===== src/design/bfwm_pkg.sv =====
// Package for the bounded FIFO with largest-value query.
// Holds the transaction structs, command and status codes, and defaults.
// No dependencies.
`default_nettype none

package bfwm_pkg;

  localparam int DEPTH_DEFAULT = 16;
  localparam int CAP_W         = 5;
  localparam int COUNT_OUT_W   = 5;
  localparam int WORD_W        = 32;

  localparam logic [CAP_W-1:0]  CAP_RESET = 5'd16;
  localparam int                POP_GROUP = 3;
  localparam logic signed [WORD_W-1:0] MOST_NEG = 32'sh8000_0000;

  // Command codes
  localparam logic [1:0] CMD_PUSH = 2'd0;
  localparam logic [1:0] CMD_POP1 = 2'd1;
  localparam logic [1:0] CMD_POP3 = 2'd2;

  // Status codes
  localparam logic [1:0] ST_DONE  = 2'd0;
  localparam logic [1:0] ST_FULL  = 2'd1;
  localparam logic [1:0] ST_EMPTY = 2'd2;

  typedef struct packed {
    logic [1:0]               command;
    logic signed [WORD_W-1:0] push_value;
  } cmd_t;

  typedef struct packed {
    logic [1:0]               status;
    logic [COUNT_OUT_W-1:0]   entry_count;
    logic signed [WORD_W-1:0] largest_value;
  } result_t;

endpackage

`default_nettype wire


===== src/design/bounded_fifo_with_max.sv =====
// Sequence: an accepted command is executed in S_EXEC, the held entries are then scanned in
// S_SCAN (skipped when none are held after the command), and the result is given in S_REPORT.
// A new command is not taken until the last one is through: busy stays high until the
// result cycle has passed. The scan reads the held entries through the single
// read port of the entry memory, one word per cycle into one shared comparator.
// Results cannot be stalled by the receiver.
// Reset (rst, synchronous, active high): FIFO empty, head at zero, capacity_limit 16.
`default_nettype none

module bounded_fifo_with_max #(
  parameter int DEPTH = bfwm_pkg::DEPTH_DEFAULT
) (
  input  wire                              clk,
  input  wire                              rst,
  // command channel
  input  wire                              start,
  output logic                             busy,
  input  bfwm_pkg::cmd_t                   cmd,
  // result channel
  output logic                             done,
  output bfwm_pkg::result_t                result,
  // configuration channel (capacity_limit)
  input  wire                              cfg_valid,
  output logic                             cfg_ready,
  input  wire [bfwm_pkg::CAP_W-1:0]        cfg_data
);

  import bfwm_pkg::*;

  localparam int PW = (DEPTH > 1) ? $clog2(DEPTH) : 1;   // pointer width
  localparam int CW = $clog2(DEPTH + 1);                 // count width
  localparam int SW = PW + 2;                            // wrap sum width

  // Sequencer: take a command, execute it, scan the held entries, report.
  typedef enum logic [3:0] {
    S_IDLE   = 4'b0001,
    S_EXEC   = 4'b0010,
    S_SCAN   = 4'b0100,
    S_REPORT = 4'b1000
  } state_t;

  state_t state, state_next;

  cmd_t                     cmd_q;
  logic [CAP_W-1:0]         capacity;
  logic [PW-1:0]            head, head_next;
  logic [CW-1:0]            count, count_next;
  logic [1:0]               status_q, status_next;

  // Scan datapath
  logic [PW-1:0]            scan_addr;
  logic [CW-1:0]            issued;
  logic [CW-1:0]            got;
  logic                     rd_en;
  logic                     rd_valid;
  logic signed [WORD_W-1:0] rd_data;
  logic signed [WORD_W-1:0] best;

  // Entry memory: contents undefined until written
  logic signed [WORD_W-1:0] mem [DEPTH];
  logic                     wr_en;
  logic [PW-1:0]            wr_addr;

  logic                     full;
  logic [CW-1:0]            pop_amt;

  // Add an offset to a pointer and wrap modulo DEPTH; the sum stays below 2*DEPTH.
  function automatic logic [PW-1:0] wrap_add(input logic [PW-1:0] base,
                                             input logic [CW-1:0] offs);
    logic [SW-1:0] sum;
    sum = SW'(base) + SW'(offs);
    if (sum >= SW'(DEPTH)) begin
      sum = sum - SW'(DEPTH);
    end
    return sum[PW-1:0];
  endfunction

  assign busy      = (state != S_IDLE);
  assign done      = (state == S_REPORT);
  assign cfg_ready = 1'b1;

  assign result.status        = status_q;
  assign result.entry_count   = COUNT_OUT_W'(count);
  assign result.largest_value = best;

  // Refuse a push at the programmed capacity or at the physical depth.
  assign full    = (32'(count) >= 32'(capacity)) || (32'(count) >= 32'(DEPTH));
  assign pop_amt = (32'(count) >= POP_GROUP) ? CW'(POP_GROUP) : count;
  assign wr_addr = wrap_add(head, count);

  // Command execution: pointer, count and status updates for the EXEC cycle.
  always_comb begin
    head_next   = head;
    count_next  = count;
    status_next = ST_DONE;
    wr_en       = 1'b0;
    unique case (cmd_q.command)
      CMD_PUSH: begin
        if (full) begin
          status_next = ST_FULL;
        end else begin
          wr_en      = 1'b1;
          count_next = count + CW'(1);
        end
      end
      CMD_POP1: begin
        if (count == '0) begin
          status_next = ST_EMPTY;
        end else begin
          head_next  = wrap_add(head, CW'(1));
          count_next = count - CW'(1);
        end
      end
      CMD_POP3: begin
        if (32'(count) < POP_GROUP) begin
          status_next = ST_EMPTY;
        end
        head_next  = wrap_add(head, pop_amt);
        count_next = count - pop_amt;
      end
      default: begin
        // unused code: hold state, report as done
        status_next = ST_DONE;
      end
    endcase
  end

  // Issue one read per cycle until every held entry has been requested.
  assign rd_en = (state == S_SCAN) && (issued != count);

  always_comb begin
    state_next = state;
    unique case (state)
      S_IDLE: begin
        if (start) begin
          state_next = S_EXEC;
        end
      end
      S_EXEC: begin
        state_next = (count_next == '0) ? S_REPORT : S_SCAN;
      end
      S_SCAN: begin
        if (rd_valid && (got + CW'(1) == count)) begin
          state_next = S_REPORT;
        end
      end
      S_REPORT: begin
        state_next = S_IDLE;
      end
      default: begin
        state_next = S_IDLE;
      end
    endcase
  end

  // Control registers
  always_ff @(posedge clk) begin
    if (rst) begin
      state    <= S_IDLE;
      head     <= '0;
      count    <= '0;
      capacity <= CAP_RESET;
      rd_valid <= 1'b0;
    end else begin
      state    <= state_next;
      rd_valid <= rd_en;
      if (cfg_valid && cfg_ready) begin
        capacity <= cfg_data;
      end
      if (state == S_EXEC) begin
        head  <= head_next;
        count <= count_next;
      end
    end
  end

  // Payload and scan registers
  always_ff @(posedge clk) begin
    if (state == S_IDLE && start) begin
      cmd_q <= cmd;
    end
    if (state == S_EXEC) begin
      status_q  <= status_next;
      scan_addr <= head_next;
      issued    <= '0;
      got       <= '0;
      best      <= MOST_NEG;
    end else if (state == S_SCAN) begin
      if (rd_en) begin
        scan_addr <= (scan_addr == PW'(DEPTH - 1)) ? '0 : scan_addr + PW'(1);
        issued    <= issued + CW'(1);
      end
      if (rd_valid) begin
        got <= got + CW'(1);
        if (rd_data > best) begin
          best <= rd_data;
        end
      end
    end
  end

  // Entry memory: one write port, one registered read port
  always_ff @(posedge clk) begin
    if (state == S_EXEC && wr_en) begin
      mem[wr_addr] <= cmd_q.push_value;
    end
    if (rd_en) begin
      rd_data <= mem[scan_addr];
    end
  end

`ifndef ASSERT_OFF
  a_count_bound: assert property (@(posedge clk) disable iff (rst)
    32'(count) <= 32'(DEPTH))
    else $error("held count exceeds depth");

  a_take_goes_busy: assert property (@(posedge clk) disable iff (rst)
    (start && !busy) |=> (busy && state == S_EXEC))
    else $error("accepted command did not enter execution");

  a_empty_max: assert property (@(posedge clk) disable iff (rst)
    (done && result.entry_count == '0) |-> (result.largest_value == MOST_NEG))
    else $error("empty FIFO reported a largest value other than most negative");

  a_scan_bound: assert property (@(posedge clk) disable iff (rst)
    (state == S_SCAN) |-> (issued <= count && got <= issued))
    else $error("scan ran past the held entries");

  a_full_only_push: assert property (@(posedge clk) disable iff (rst)
    (done && result.status == ST_FULL) |-> (cmd_q.command == CMD_PUSH))
    else $error("full status on a command other than push");
`endif

endmodule

`default_nettype wire

===== config.mk =====
export PLATFORM = sky130hd
export DESIGN_NAME = bounded_fifo_with_max
export DESIGN_NICKNAME = d
export VERILOG_FILES = /design/src/design/bfwm_pkg.sv /design/src/design/bounded_fifo_with_max.sv
export SDC_FILE = /design/constraint.sdc
export NUM_CORES = 1
export LEC_CHECK = 0
export ABC_AREA = 1
export BUFFER_PORTS_ARGS = -buffer_cell sky130_fd_sc_hd__buf_2
export CAP_MARGIN = 20
export CORE_MARGIN = 4
export CORE_UTILIZATION = 49
export DETAILED_ROUTE_END_ITERATION = 10
export PLACE_DENSITY_LB_ADDON = 0.15
export SLEW_MARGIN = 15
export SYNTH_ARGS = -nofsm -noshare
export SYNTH_HDL_FRONTEND = slang
export SYNTH_SLANG_ARGS = --single-unit
export TNS_END_PERCENT = 5

===== constraint.sdc =====
create_clock -name clk -period 4.3 [get_ports clk]
set_input_delay 0.43 -clock clk [delete_from_list [all_inputs] [get_ports clk]]
set_output_delay 0.43 -clock clk [all_outputs]
set_load 0.005 [all_outputs]

### Word level (Yosys, flattened, before mapping)

Memories as Yosys holds them, arrays and structs flattened. A register that Yosys moved wholly into a read port is not among the register bits.
Index checks and enable logic that the tools add are counted.

* muxes and demuxes: 25
* magnitude comparators: 8
* $add $sub $neg: 12
* reduce and logical (&&, ||, !) cells: 15
* equality and inequality tests: 12

Operator list (count)
* 4-bit two-way mux: 11
* 32-bit > comparator: 1
* 5-bit by 1-bit adder with 5-bit output (second input constant): 3
* 5-bit two-way mux: 3
* 5-bit one-hot mux with 3 select lines: 1
* 4-bit by 5-bit adder with 6-bit output: 2
* 6-bit by 5-bit >= comparator with 1-bit output (second input constant): 2
* 4-bit one-hot mux with 3 select lines: 1
* 4-bit by 1-bit subtractor with 4-bit output (second input constant): 3
* 5-bit >= comparator (second input constant): 2
* 5-bit logical NOT: 2
* 4-bit equality test (second input constant): 2
* 4-bit one-hot mux with 2 select lines: 1
* 2-bit AND reduction: 4
* 2-bit one-hot mux with 3 select lines: 1
* 4-bit by 1-bit adder with 5-bit output (second input constant): 1
* 5-bit equality test: 1
* 5-bit by 2-bit >= comparator with 1-bit output (second input constant): 1
* 5-bit >= comparator: 1
* 5-bit by 2-bit less-than comparator with 1-bit output (second input constant): 1
* 1-bit two-way mux: 5
* 5-bit inequality test: 1
* 5-bit by 1-bit subtractor with 5-bit output (second input constant): 1
* 5-bit subtractor: 1
* other kinds (15): 20

* RAM bits: 512
* flip-flop bits (word level): 101
* input bits: 43
* memories kept: 1

Memories
* mem: depth 16, width 32, read ports 1, clocked after Yosys merged registers in 1, wr ports 1, RTL line bounded_fifo_with_max.sv:60 `logic signed [WORD_W-1:0] mem [DEPTH];`

### Depth between registers and ports, before layout

Gate-level depths: netlist of the first run.

* depth in word-level cells: 7
* mapped depth: 19
* depth with buffers taken out: 18

### Worst setup path before layout of the first run

No wires, ideal clock.

* kind: register to register
* from: register count[0]
* to: memory mem[12][0] (enable)
* setup time: 421 ps
* cell stages (with the launch flop): 12
* path buffers: 0
* data arrival time: 3165 ps
* setup slack: 714 ps
* cells stage by stage: dfxtp_1 > inv_1 > ha_1 > inv_1 > nand2_1 > nand2_1 > nor2_1 > nor2_1 > nand3_1 > nor2_1 > nand3b_1 > nor2_1

* cells in the longest elaborated chain, start to end: 7
* elaborated cells on any way between the ends: 12
* classes of those cells: add/sub (2); order compare (3); mux (5); reduce/logical (2)

RTL lines
* start: declaration: RTL line bounded_fifo_with_max.sv:47 `logic [CW-1:0] count, count_next;`
* start signal: assignment: RTL line bounded_fifo_with_max.sv:172 `count <= count_next;`
* branches (longest 7 deep; another with 4-bit by 5-bit adder with 6-bit output)
* end: declaration: RTL line bounded_fifo_with_max.sv:60

Several ways; the timed one is not identified.

### Worst setup path in the final report of the first run

* from: register count[0]
* to: memory mem[7][21] (enable)

The elaborated chain is that of the path after synthesis.

==> summary.txt, run 1 <==
Status
  – Status: complete, no violations

Final layout
  – Fillers: 4373
  – Layout cells sized above 1: 0.112
  – Most common cell after layout, fill and taps aside: edfxtp_1
  – Final Cell Area: 30700 um^2
  – Number of diodes: 0
  – Nets: 2289
  – Area grow syn2layout: 14.5%
  – Most frequent cells in the layout: edfxtp_1 (584), inv_1 (211), a21oi_1 (209)

Logic synthesis
  – Async SR Flop Fraction: 0
  – Post-Synthesis Cells: 2069
  – Distinct cells, synth: 41
  – Mapped Nets: 2169
  – Main synth FF type: edfxtp_1
  – Syn. warnings: 0
  – Mapped Area: 26800 um^2
  – Yosys reg bits: 645
  – Syn avg cell area: 13.0 um^2
  – Post-synth EDFFs: 584
  – Sequential area share after synthesis: 0.699

Critical path
  – CP arrival: 4.01 ns
  – R2R depth: 12
  – Type of origin of the critical path: register
  – Crit path kind: register to register
  – Critical Path End Type: register
  – Reg-to-reg slack, setup: 0.58 ns
  – CP Data Required Time: 4.58 ns
  – Worst reg2reg endpoint: mem[7][21]
  – Worst r2r src: count[0]
  – Worst-path fanout max: 18

Run
  – Max Cap Viol: 0

Floorplan
  – Initial Utilization: 0.497
  – Core Area: 54000 um^2
  – Die footprint: 58600 um^2
  – I/O pins: 85
  – Die height: 242 um
  – FP Rows: 85
  – Die Width: 242 um

Global routing
  – Largest net degree at the start of global routing: 131
  – GRT overflow: 0
  – Number of global-route vias before repair: 16300
  – Total GRT Usage: 0.215
  – Global-route wire length before repair: 97500 um
  – Initial antenna violation count: 1

Detailed routing
  – Final ANT Viol Nets: 0
  – 1st-pass router iterations: 5
  – DRT Wirelength: 63500 um
  – Vias per std cell: 5.62
  – Post-route DRC violation count: 0
  – Via count: 16500
  – Mean routed wirelength per cell: 21.6 um
  – First DRT Iteration DRCs: 1424

Timing
  – Hold Fails Final Rpt: 0
  – Setup Skew: 0.0213 ns
  – Max_slew headroom: 0.390
  – RSZ-0062 raised after global routing: false
  – Peak Freq: 0.268 GHz
  – Final Critical Period: 3.72 ns
  – Worst Max-Slew Pin Slew: 0.913 ns
  – # setup viols final: 0
  – Final Cycle Share: 0.866
  – Setup TNS: 0 ns
  – Max Slew Vio Count: 0

Placement
  – RD Place Congestion: 0.849
  – Port bufs: 83
  – DP HPWL: 37600 um
  – DP Area: 28300 um^2

Clock tree
  – Setup bufs post-CTS: 0
  – Worst skew pair latency: 0.60 ns
  – CTS tree: yes
  – Reg clk slew, reported paths: 0.06 ns
  – CTS Buf Count: 69
  – Maximum level of the CTS H-tree: 3
  – CTS Sinks: 645
  – Clk buf depth: 3
  – Clk root buf: clkbuf_16

Power
  – Combinational power share: 0.044
  – Leak: 11.2 nW
  – VDD IR max: 336 uV
  – Sw frac: 0.216
  – Flop pwr share: 0.534
  – Clock power frac: 0.422
  – Int Pwr: 10.4 mW
  – NetSw: 2.87 mW
  – PwrDens: 434 nW/um^2

Hold path
  – Hold EP: cmd_q[27]
  – Hold wc startpoint: cmd[27]
  – Hold Path Stages: 1
  – HP Class: input pin to register
[registers in the layout, summed over array words and instances (netlist names)]
signal / flops
count: 5
cmd_q: 34
issued: 5
capacity: 5
got: 5
status_q: 2
head: 4
scan_addr: 4
rd_data: 32
state: 4
rd_valid: 1
best: 32
mem: 512
[metal layers]
layer	vias to the layer above	part of all wire	wire length [um]	GRT usage
met5	-	0	0	0
met4	0	0.029	1870	0.0705
met3	118	0.059	3780	0.0385
met2	443	0.47	29700	0.343
met1	8129	0.44	28200	0.303
li1	7797	-	-	-
[per-stage QoR]
| stage | instances | hold slack, ns | util | power, mW | setup WS [ns] |
|---|---|---|---|---|---|
| after global placement | 2783 | 0.451 | 0.523 | 7.81 | 0.705 |
| after global routing | 2936 | 0.0218 | 0.568 | 13.8 | 0.257 |
| after floorplan | 2069 | 0.438 | - | 7.56 | 0.714 |
| final | 2936 | 0.0373 | 0.568 | 13.3 | 0.575 |
| after detailed placement | 2783 | 0.463 | 0.523 | 7.82 | 0.621 |
| after CTS | 2935 | 0.00430 | 0.568 | 13.5 | 0.580 |
[cells by family after synthesis]
group                    count (synthesis)  synth area share
AO/OA/AOI/OAI                          531             0.112
XOR/XNOR                                17           0.00555
adder cells (fa/ha/maj)                 57            0.0271
buffers and inverters                  333            0.0496
flip-flops                             645             0.699
multiplexers                           128            0.0478
other                                    2          0.000280
AND/OR/NAND/NOR                        356            0.0581
[area by class of cell]
class	count	area [um^2]	share of cell area
sequential	645	18800	0.611
multi-input combinational	1091	6880	0.224
clock buffer	98	1920	0.0625
timing repair buffer	162	1240	0.0404
tap	696	871	0.0284
inverter	220	828	0.0270
clock inverter	24	208	0.00677
[cells in the mapped netlist, types with 14 or more instances]
cell      count  area share
ha_1         55       0.026
o211ai_1    132       0.037
edfxtp_1    584        0.65
nor2_1       49      0.0069
a21oi_1     209       0.039
clkbuf_1     61      0.0085
buf_1        14      0.0020
inv_1       213       0.030
buf_2        29      0.0054
dfxtp_1      61       0.046
mux2i_1     128       0.048
nand3_1     109       0.020
o21ai_0     181       0.034
nand2_1     171       0.024
[critical path, cell delays in order, from the launching register on]
cell	delay (ns)
dfxtp_1	0.54
inv_1	0.26
ha_1	0.34
inv_1	0.05
nand2_1	0.06
nand2_1	0.06
nor2_1	0.04
nor2_1	0.32
nand3_1	0.20
nor2_1	0.35
nand2_1	0.32
nor2_4	0.58
buf_12	0.27
[power by group through the flow]
stage               registers (mW)  logic [mW]  clock network, mW
floorplan                     7.16       0.399                  0
global placement              7.25       0.562                  0
detailed placement            7.25       0.566                  0
CTS                           7.12       0.589               5.75
global route                  7.13       0.664               6.02
finish                        7.11       0.587               5.62
[how the worst max path moves through the flow]
stage,start,end,cells after the start
2_1_floorplan,count[0],mem[12][0],11
3_3_place_gp,count[0],mem[7][22],12
3_5_place_dp,count[0],mem[7][29],12
4_1_cts,count[0],mem[7][16],12
5_1_grt,count[0],mem[4][21],12
6_report,count[0],mem[7][21],12
[what timing repair did]
action | 4_1_cts | 5_1_grt
hold buffers | 30 | 0
hold endpoints to repair | 30 | 0
resized for setup | 0 | 0
No activity file was read; power rests on OpenSTA's default activity.
==> inputs of run 2 (changes only) <==
==> constraint.sdc (replaced) <==
create_clock -name clk -period 4.6 [get_ports clk]
set_input_delay 0.46 -clock clk [delete_from_list [all_inputs] [get_ports clk]]
set_output_delay 0.46 -clock clk [all_outputs]
set_load 0.005 [all_outputs]
==> summary.txt, run 2 (synthesis results as in run 1) <==
Timing
  – Max_slew headroom: 0.372
  – # setup viols final: 0
  – Hold Fails Final Rpt: 0
  – Worst hold margin: 0.0415 ns
  – RSZ-0062 raised after global routing: false
  – Worst Max-Slew Pin Slew: 0.939 ns
  – Setup Skew: 0.0220 ns
  – Setup TNS: 0 ns
  – Final Cycle Share: 0.838
  – Peak Freq: 0.259 GHz
  – Max Slew Vio Count: 0
  – Final Critical Period: 3.86 ns

Detailed routing
  – Post-route DRC violation count: 0
  – First DRT Iteration DRCs: 1361
  – Final ANT Viol Nets: 0
  – Via count: 16300
  – Vias per std cell: 5.62
  – DRT Wirelength: 63300 um
  – Mean routed wirelength per cell: 21.9 um
  – 1st-pass router iterations: 6

Final layout
  – Top reg by flops: mem
  – Post-layout util: 0.561
  – Area grow syn2layout: 13.0%
  – Layout cells sized above 1: 0.110
  – Largest regs: mem: 512 flops, cmd_q: 34 flops
  – Most frequent cells in the layout: edfxtp_1 (584), inv_1 (211), a21oi_1 (209)
  – Most common cell after layout, fill and taps aside: edfxtp_1
  – Max FFs per register: 512
  – Nets: 2248

Clock tree
  – Maximum level of the CTS H-tree: 3
  – Setup bufs post-CTS: 0
  – Clk buf depth: 3
  – CTS Sinks: 645
  – Post-cts resize count: 0
  – Reg clk slew, reported paths: 0.06 ns
  – CTS Buf Count: 69
  – Post-CTS Hold Buffers: 0
  – Worst skew pair latency: 0.59 ns
  – CTS tree: yes
  – Clk root buf: clkbuf_16

Power
  – PwrDens: 414 nW/um^2
  – Leak: 11.0 nW
  – VDD IR max: 327 uV

Global routing
  – Largest net degree at the start of global routing: 142
  – Total GRT Usage: 0.214
  – Number of global-route vias before repair: 16100
  – GRT overflow: 0
  – Initial antenna violation count: 3
  – Global-route wire length before repair: 96800 um

Critical path
  – Reg-to-reg slack, setup: 0.74 ns
  – CP arrival: 4.14 ns
  – Crit path kind: register to register
  – Worst-path fanout max: 17
  – Type of origin of the critical path: register
  – Worst setup path start: count[0]
  – Worst r2r src: count[0]
  – R2R depth: 12
  – CP Data Required Time: 4.89 ns
  – Critical Path End Type: register

Floorplan
  – Die height: 242 um
  – Die footprint: 58600 um^2
  – I/O pins: 85
  – Die Width: 242 um
  – Core Area: 54000 um^2
  – FP Rows: 85
  – Initial Utilization: 0.497

Hold path
  – HP Class: input pin to register
  – Hold Path Stages: 1
  – Hold wc startpoint: cmd[33]

Run
  – Max Cap Viol: 0

Placement
  – DP HPWL: 37200 um
  – Port bufs: 83
  – RD Place Congestion: 0.842

Status
  – Status: complete, no violations
-- run 2: power by group --
part	internal, mW	switching, mW	leakage (nW)	total (mW)
clock	3.18	2.19	1.06	5.37
sequential	6.50	0.151	5.76	6.65
combinational	0.163	0.363	4.20	0.526
-- run 2: worst max-delay path, cell delays in order, from the launching register on --
cell and delay, ns:
dfxtp_1 0.51, inv_1 0.27, ha_1 0.35, inv_1 0.06, nand2_1 0.06, nand2_1 0.06
nor2_1 0.04, nor2_1 0.31, nand3_1 0.20, nor2_1 0.38, nand3_1 0.43, nor2_4 0.60
buf_12 0.26
-- run 2: through the flow --
step	area, um^2	std cells	setup WS (ns)	power (mW)
floorplan	26800	2069	1.01	7.07
global placement	28100	2773	0.937	7.30
detailed placement	28100	2773	0.790	7.30
CTS	30300	2892	0.764	12.7
global route	30300	2892	0.537	13.0
finish	30300	2893	0.745	12.5
-- run 2: layer usage --
metal | vias to the layer above | track usage | routed length (um)
met4 | 0 | 0.0533 | 1360
li1 | 7721 | - | -
met2 | 447 | 0.344 | 29700
met5 | - | 0 | 0
met1 | 7982 | 0.309 | 28600
met3 | 105 | 0.0350 | 3640
-- run 2: path summary, 6_finish.rpt --
path	end
worst max-delay path	mem[9][16]
worst min-delay path	cmd_q[33]
worst max register to register	mem[9][16]
worst min register to register	capacity[1]
-- run 2: cell type report --
cell class,instances,area [um^2]
antenna,1,2.50
clock inverter,32,308
fill,4362,23700
inverter,220,831
multi-input combinational,1091,6880
clock buffer,87,1860
tap,696,871
sequential,645,18800
timing repair buffer,121,813
